<file path="src/hdl/dsat_div_cell.sv">
// One restoring-division cell: resolves one quotient bit and registers it.
module dsat_div_cell #(
	parameter int DW = 32,
	parameter int RW = 6,
	parameter int SW = 8
) (
	input  logic          clk,
	input  logic          arst_n,
	input  logic          en,
	input  logic          valid_i,
	input  logic [RW-1:0] div,
	input  logic [RW-1:0] rem_i,
	input  logic [DW-1:0] quo_i,
	input  logic [SW-1:0] side_i,
	output logic          valid_o,
	output logic [RW-1:0] rem_o,
	output logic [DW-1:0] quo_o,
	output logic [SW-1:0] side_o
);

	logic [RW:0]   trial;
	logic [RW:0]   diff;
	logic          fits;
	logic [RW-1:0] rem_d;

	logic          valid_q;
	logic [RW-1:0] rem_q;
	logic [DW-1:0] quo_q;
	logic [SW-1:0] side_q;

	// shift next dividend bit into the partial remainder
	assign trial = {rem_i, quo_i[DW-1]};
	assign diff  = trial - {1'b0, div};
	assign fits  = trial >= {1'b0, div};
	assign rem_d = fits ? diff[RW-1:0] : trial[RW-1:0];

	always_ff @(posedge clk or negedge arst_n) begin
		if (!arst_n) begin
			valid_q <= 1'b0;
		end else if (en) begin
			valid_q <= valid_i;
		end
	end

	always_ff @(posedge clk) begin
		if (en) begin
			rem_q  <= rem_d;
			quo_q  <= {quo_i[DW-2:0], fits};
			side_q <= side_i;
		end
	end

	assign valid_o = valid_q;
	assign rem_o   = rem_q;
	assign quo_o   = quo_q;
	assign side_o  = side_q;

endmodule

</file>
<file path="src/hdl/dsat_div_chain.sv">
// Row of division cells, one quotient bit per cell, dividend MSB first.
module dsat_div_chain #(
	parameter int DW = 32,
	parameter int RW = 6,
	parameter int SW = 8
) (
	input  logic          clk,
	input  logic          arst_n,
	input  logic          en,
	input  logic          valid_i,
	input  logic [DW-1:0] dividend,
	input  logic [RW-1:0] div,
	input  logic [SW-1:0] side_i,
	output logic          valid_o,
	output logic [DW-1:0] quotient,
	output logic [RW-1:0] remainder,
	output logic [SW-1:0] side_o
);

	logic          v_tap [DW+1];
	logic [RW-1:0] r_tap [DW+1];
	logic [DW-1:0] q_tap [DW+1];
	logic [SW-1:0] s_tap [DW+1];

	assign v_tap[0] = valid_i;
	assign r_tap[0] = '0;
	assign q_tap[0] = dividend;
	assign s_tap[0] = side_i;

	for (genvar i = 0; i < DW; i++) begin : g_cell
		dsat_div_cell #(
			.DW(DW),
			.RW(RW),
			.SW(SW)
		) u_cell (
			.clk    (clk),
			.arst_n (arst_n),
			.en     (en),
			.valid_i(v_tap[i]),
			.div    (div),
			.rem_i  (r_tap[i]),
			.quo_i  (q_tap[i]),
			.side_i (s_tap[i]),
			.valid_o(v_tap[i+1]),
			.rem_o  (r_tap[i+1]),
			.quo_o  (q_tap[i+1]),
			.side_o (s_tap[i+1])
		);
	end

	assign valid_o   = v_tap[DW];
	assign quotient  = q_tap[DW];
	assign remainder = r_tap[DW];
	assign side_o    = s_tap[DW];

endmodule

</file>
<file path="config.mk">
export PLATFORM = sky130hd
export DESIGN_NAME = dsat_div_chain
export DESIGN_NICKNAME = d
export VERILOG_FILES = /design/src/hdl/dsat_div_cell.sv /design/src/hdl/dsat_div_chain.sv
export SDC_FILE = /design/constraint.sdc
export NUM_CORES = 1
export LEC_CHECK = 0
export BUFFER_PORTS_ARGS = -buffer_cell sky130_fd_sc_hd__buf_2
export CORE_MARGIN = 1.5
export CORE_UTILIZATION = 60
export DETAILED_ROUTE_END_ITERATION = 10
export PLACE_DENSITY_LB_ADDON = 0.08
export SLEW_MARGIN = 30
export SYNTH_ARGS = -nofsm -noshare
export SYNTH_HDL_FRONTEND = slang
export SYNTH_HIERARCHICAL = 1
export SYNTH_SLANG_ARGS = --single-unit
</file>
<file path="constraint.sdc">
create_clock -name clk -period 7.05 [get_ports clk]
set_clock_uncertainty 0.2 [all_clocks]
set_input_delay 1.41 -clock clk [delete_from_list [all_inputs] [get_ports clk]]
set_output_delay 1.41 -clock clk [all_outputs]
set_load 0.02 [all_outputs]
</file>
# Word-level counts from Yosys, hierarchy flattened
# Index checks and enable logic that the tools add are counted.
[word_totals] ff_bits=1504 input_bits=50 output_inout_bits=47 word_cells=225
[op_classes] addsub=32 order_cmp=32 n_mux=32
[op_table] operator="7-bit by 6-bit greater-or-equal comparator with 1-bit output" count=31
[op_table] operator="6-bit two-way mux" count=31
[op_table] operator="6-bit subtractor" count=31
[op_table] operator="1-bit by 6-bit greater-or-equal comparator with 1-bit output" count=1
[op_table] operator="1-bit by 6-bit subtractor with 6-bit output" count=1
[op_table] operator="1-bit two-way mux" count=1

# Depth between registers and ports, before layout
[depth] word_depth=2 mapped_depth=8 depth_no_buf=8

# Modules after synthesis
# The synthesis kept the hierarchy.
[by_module_without_submodules] module="dsat_div_cell" instances=32 cells_each=93 area_each_um2=1799.2 seq_area_each_um2=1406.3
[by_module_without_submodules] module="dsat_div_chain" instances=1 cells_each=1 area_each_um2=3.8 seq_area_each_um2=0.0

# Worst setup path before layout
# No wires, ideal clock.
[synth_timing] path_kind="input to register" start="in dividend[31]" end="reg g_cell[0].u_cell.rem_q[2], data pin" setup_ps=260 arrival_time_ps=2937 required_time_ps=6590 path_slack_ps=3653 cell_stages=7 cell_sequence="inv_1 > ha_1 > nand2b_4 > a211oi_2 > o21ai_1 > a211oi_4 > mux2_2"
[synth_via] elab_chain_cells=1 word_cells_on_any_way=2 classes_between="1 x add/sub; 1 x order compare"
[synth_rtl] item="from (decl)" line_no="dsat_div_chain.sv:11" text="input logic [DW-1:0] dividend,"
[synth_rtl] item="1-bit by 6-bit subtractor with 6-bit output / 1-bit by 6-bit greater-or-equal comparator with 1-bit output (equally long branches)" line_no="dsat_div_cell.sv:33, dsat_div_cell.sv:34"
[synth_rtl] item="to (signal assigned)" line_no="dsat_div_cell.sv:47" text="rem_q <= rem_d;"
[synth_rtl] item="to (decl)" line_no="dsat_div_cell.sv:27" text="logic [RW-1:0] rem_q;"
# Several ways; a longest one is shown, not always the timed one.
# A chain may end at the register's enable or synchronous reset.

# Worst setup path in the final report
[layout_timing] start="in div[1]" end="reg g_cell[26].u_cell.rem_q[5], data pin"
[layout_via] elab_chain_cells=2 word_cells_on_any_way=3 classes_between="1 x add/sub; 1 x order compare; 1 x mux"
[layout_rtl] item="from (decl)" line_no="dsat_div_chain.sv:12" text="input logic [RW-1:0] div,"
[layout_rtl] item="6-bit subtractor / 7-bit by 6-bit greater-or-equal comparator with 1-bit output (equally long branches)" line_no="dsat_div_cell.sv:33, dsat_div_cell.sv:34"
[layout_rtl] item="6-bit two-way mux (*)" line_no="dsat_div_cell.sv:35" text="assign rem_d = fits ? diff[RW-1:0] : trial[RW-1:0];"
[layout_rtl] item="via g_cell[26].u_cell.rem_d[5]" line_no="dsat_div_cell.sv:24" text="logic [RW-1:0] rem_d;"
[layout_rtl] item="to (signal assigned)" line_no="dsat_div_cell.sv:47"
[layout_rtl] item="to (decl)" line_no="dsat_div_cell.sv:27"
# The timed path passes the listed nets; every way through them passes the cells marked *.

==> flow_summary.yaml <==
routing:
  wl_met1_mm: 34.3
  ant_nets: 0
  drc_errors: 0
  wl_met2_mm: 36.8
  vias_per_cell: 5.40
  wirelength_mm: 76.5
  vias: 25000
  wl_per_cell_um: 16.5
  drtIter0Drc: 1853
  dr.max_layer_used: "met4"
  met3_length_mm: 3.06
  firstDrtPassIters: 7
pwr:
  switching_share_pct: 24.8
  power_frac_comb_pct: 19.0
  pwr-share-clk_pct: 32.2
  finalPower_mw: 24.0
  p_per_area_nw_per_um2: 370
  p_sw_mw: 5.95
  ir_worst_vdd_v: 0.000239
  power_leakage_nw: 23.8
  internal-power_mw: 18.0
  pwr-share-seq_pct: 48.9
final_layout:
  layout-drive-gt1-share_pct: 19.3
  final_nets: 3557
  stdcell_count: 4638
  syn_to_final_growth_pct: 12.6
  num_antenna_cells: 0
placed_design:
  port_buffers: 96
  place_congestion: 0.806
  dp_cells: 4365
  hpwl_mm: 43.1
hold_path:
  hold_class: "reg2reg"
  hp-start: "g_cell[25].u_cell/quo_o[20]$_DFFE_PP_"
  min_path_cells: 0
  whs_endpoint: "g_cell[26].u_cell/quo_o[21]$_DFFE_PP_"
job:
  drv_cap: 0
worst_setup_path:
  path_max_fanout: 46
  reg2reg_slack_ns: 4.47
  crit_arrival_ns: 4.28
  endpoint_kind: "flop"
  startpoint_type: "primary input"
  path_class: "in2reg"
  r2r_cells: 7
  r2r-start: "g_cell[17].u_cell/quo_o[31]$_DFFE_PP_"
  worstReg2RegEnd: "g_cell[18].u_cell/rem_o[3]$_DFFE_PP_"
  crit_required_ns: 7.33
synth:
  synth-seq-cells: 1504
  synthCells: 2977
  netlist_area_um2: 57600
  yosysMostFrequentCell: "edfxtp_1"
  synth_top_cell_area_share_pct: 76.8
  yosysSeqAreaShare_pct: 78.2
  synth_cell_type_count: 25
  syn_area_per_cell_um2: 19.3
  synth-async-reset-ratio_pct: 2.13
  synth-main-ff-cell: "edfxtp_1"
  yosys_warnings: 6
  synth-edff-count: 1472
  synth_top_area_cell: "edfxtp_1"
  ys_top_cells_by_count: "edfxtp_1, inv_1, ha_1, mux2_2, a21oi_1"
  synth_area_leaders: "edfxtp_1, ha_1, mux2_2"
timing:
  setup_viol: 0
  fin_crit_sh_pct: 56.8
  timing.hold.ws_ns: 0.204
  report.final.slew_viol_count: 0
  min_period_ns: 4.01
  fmax_ghz: 0.250
  final.setup.tns_ns: 0
  slew_headroom_pct: 38.1
  worst_pin_slew_ns: 0.928
  rsz0062_at_grt: "no"
  hold_violations: 0
cts:
  clk_pin_slew_ns: 0.06
  clock_latency_ns: 0.73
  cts_max_path_buffers: 3
  numCtsBuffers: 149
  cts_hold_buf: 0
  cts.sinks: 1504
  cts_max_level: 4
  post_cts_buffers: 0
  postCtsResizedCells: 0
  tritoncts: "done"
  root_buffer: "clkbuf_16"
global_routing:
  grt_usage_pct: 15.8
  grt_max_degree: 174
  grt_antenna_before_repair: 0
  overflow: 0
  grt_pass1_vias: 25100
  grt_pass1_wl_mm: 125
floorplan:
  die_area_um2: 97800
  start_util_pct: 60.6
  design.core.area_um2: 95000
  fp.dieW_um: 313
  die_h_um: 313
  rows: 113
  pin_count: 97
run_status:
  outcome: "completed"
worst max path at each step:
stage          slack, ns  cells after the start                              endpoint          from
2_1_floorplan       3.65                      7   g_cell[0].u_cell/rem_o[2]$_DFFE_PP_  dividend[31]
3_3_place_gp        2.39                      8  g_cell[30].u_cell/rem_o[3]$_DFFE_PP_        div[1]
3_5_place_dp        2.23                      8  g_cell[26].u_cell/rem_o[5]$_DFFE_PP_        div[1]
4_1_cts             3.03                      8  g_cell[26].u_cell/rem_o[5]$_DFFE_PP_        div[1]
5_1_grt             2.83                      8  g_cell[26].u_cell/rem_o[5]$_DFFE_PP_        div[1]
6_report            3.04                      8  g_cell[26].u_cell/rem_o[5]$_DFFE_PP_        div[1]
critical path, cell delays in order:
cell	delay, ns
buf_4	0.68
buf_4	0.50
inv_1	0.10
ha_1	0.33
a211oi_2	0.22
o21ai_1	0.15
a211oi_4	0.46
mux2_2	0.39
cells by family (layout without fill, tap and decap cells):
| group | after synthesis | in the layout | share of synthesized area [%] |
|---|---|---|---|
| muxes | 224 | 224 | 4.24 |
| AOI/OAI and AO/OA | 416 | 416 | 6.12 |
| DFF | 1504 | 1504 | 78.2 |
| and+or+nand+nor | 192 | 192 | 2.43 |
| xor gates and xnor gates | 64 | 64 | 0.974 |
| other | 1 | 11 | 0.00651 |
| adders and majority gates | 256 | 256 | 5.98 |
| buffers and inverters | 320 | 706 | 2.09 |
cell type report:
| class | count | area (um^2) |
|---|---|---|
| well taps | 1265 | 1580 |
| multi-input cells | 1163 | 11400 |
| clock inverters | 89 | 865 |
| clock buffers | 184 | 4010 |
| fillers | 6128 | 30200 |
| inverters | 320 | 1200 |
| repair buffers | 113 | 747 |
| flip-flops and latches | 1504 | 45000 |
cells in the final DEF (no fill, tap or decap), types with 2 or more instances in the layout:
cell type and instances:
a211oi_2 32, a211oi_4 32, a21o_1 32, a21oi_1 96, a311o_1 64, and2b_2 32, buf_12 10, buf_2 92
buf_4 10, bufinv_16 14, clkbuf_1 27, clkbuf_16 155, clkbuf_8 2, clkinv_1 28, clkinv_2 28, clkinv_4 3
clkinv_8 4, clkinvlp_4 7, conb_1 11, dfrtp_1 32, edfxtp_1 1472, fa_1 32, ha_1 224, inv_1 320
inv_6 4, mux2_2 160, mux2i_1 64, nand2b_4 32, nor2_1 32, nor2b_1 32, nor3_1 32, nor4_1 32
o211ai_1 32, o21a_1 32, o21ai_0 32, o21ai_1 32, o31a_2 32, xnor2_1 64
metrics by stage:
step | setup WS, ns | instance area (um^2) | util [%]
floorplan | 3.65 | 57600 | -
global placement | 2.39 | 59900 | 63.1
detailed placement | 2.23 | 59900 | 63.1
CTS | 3.03 | 64800 | 68.2
global route | 2.83 | 64800 | 68.2
finish | 3.04 | 64800 | 68.2
routing by layer:
layer / GRT usage, % / up-vias
met5: 0 / -
met4: 6.50 / 0
met3: 3.33 / 183
met2: 25.4 / 470
met1: 21.3 / 12400
li1: - / 12000
sequential cells by signal, summed over array words and instances (netlist names):
signal / flops
g_cell.u_cell/valid_o: 32
g_cell.u_cell/rem_o: 192
g_cell.u_cell/quo_o: 1024
g_cell.u_cell/side_o: 256
power by group through the flow:
stage / combinational, mW / sequential [mW] / clock [mW]
floorplan: 3.54 / 11.7 / 0
global placement: 4.24 / 11.9 / 0
detailed placement: 4.51 / 11.9 / 0
CTS: 4.55 / 11.7 / 7.99
global route: 4.98 / 11.8 / 8.34
finish: 4.55 / 11.7 / 7.72
Power figures use the tool's default switching activity.
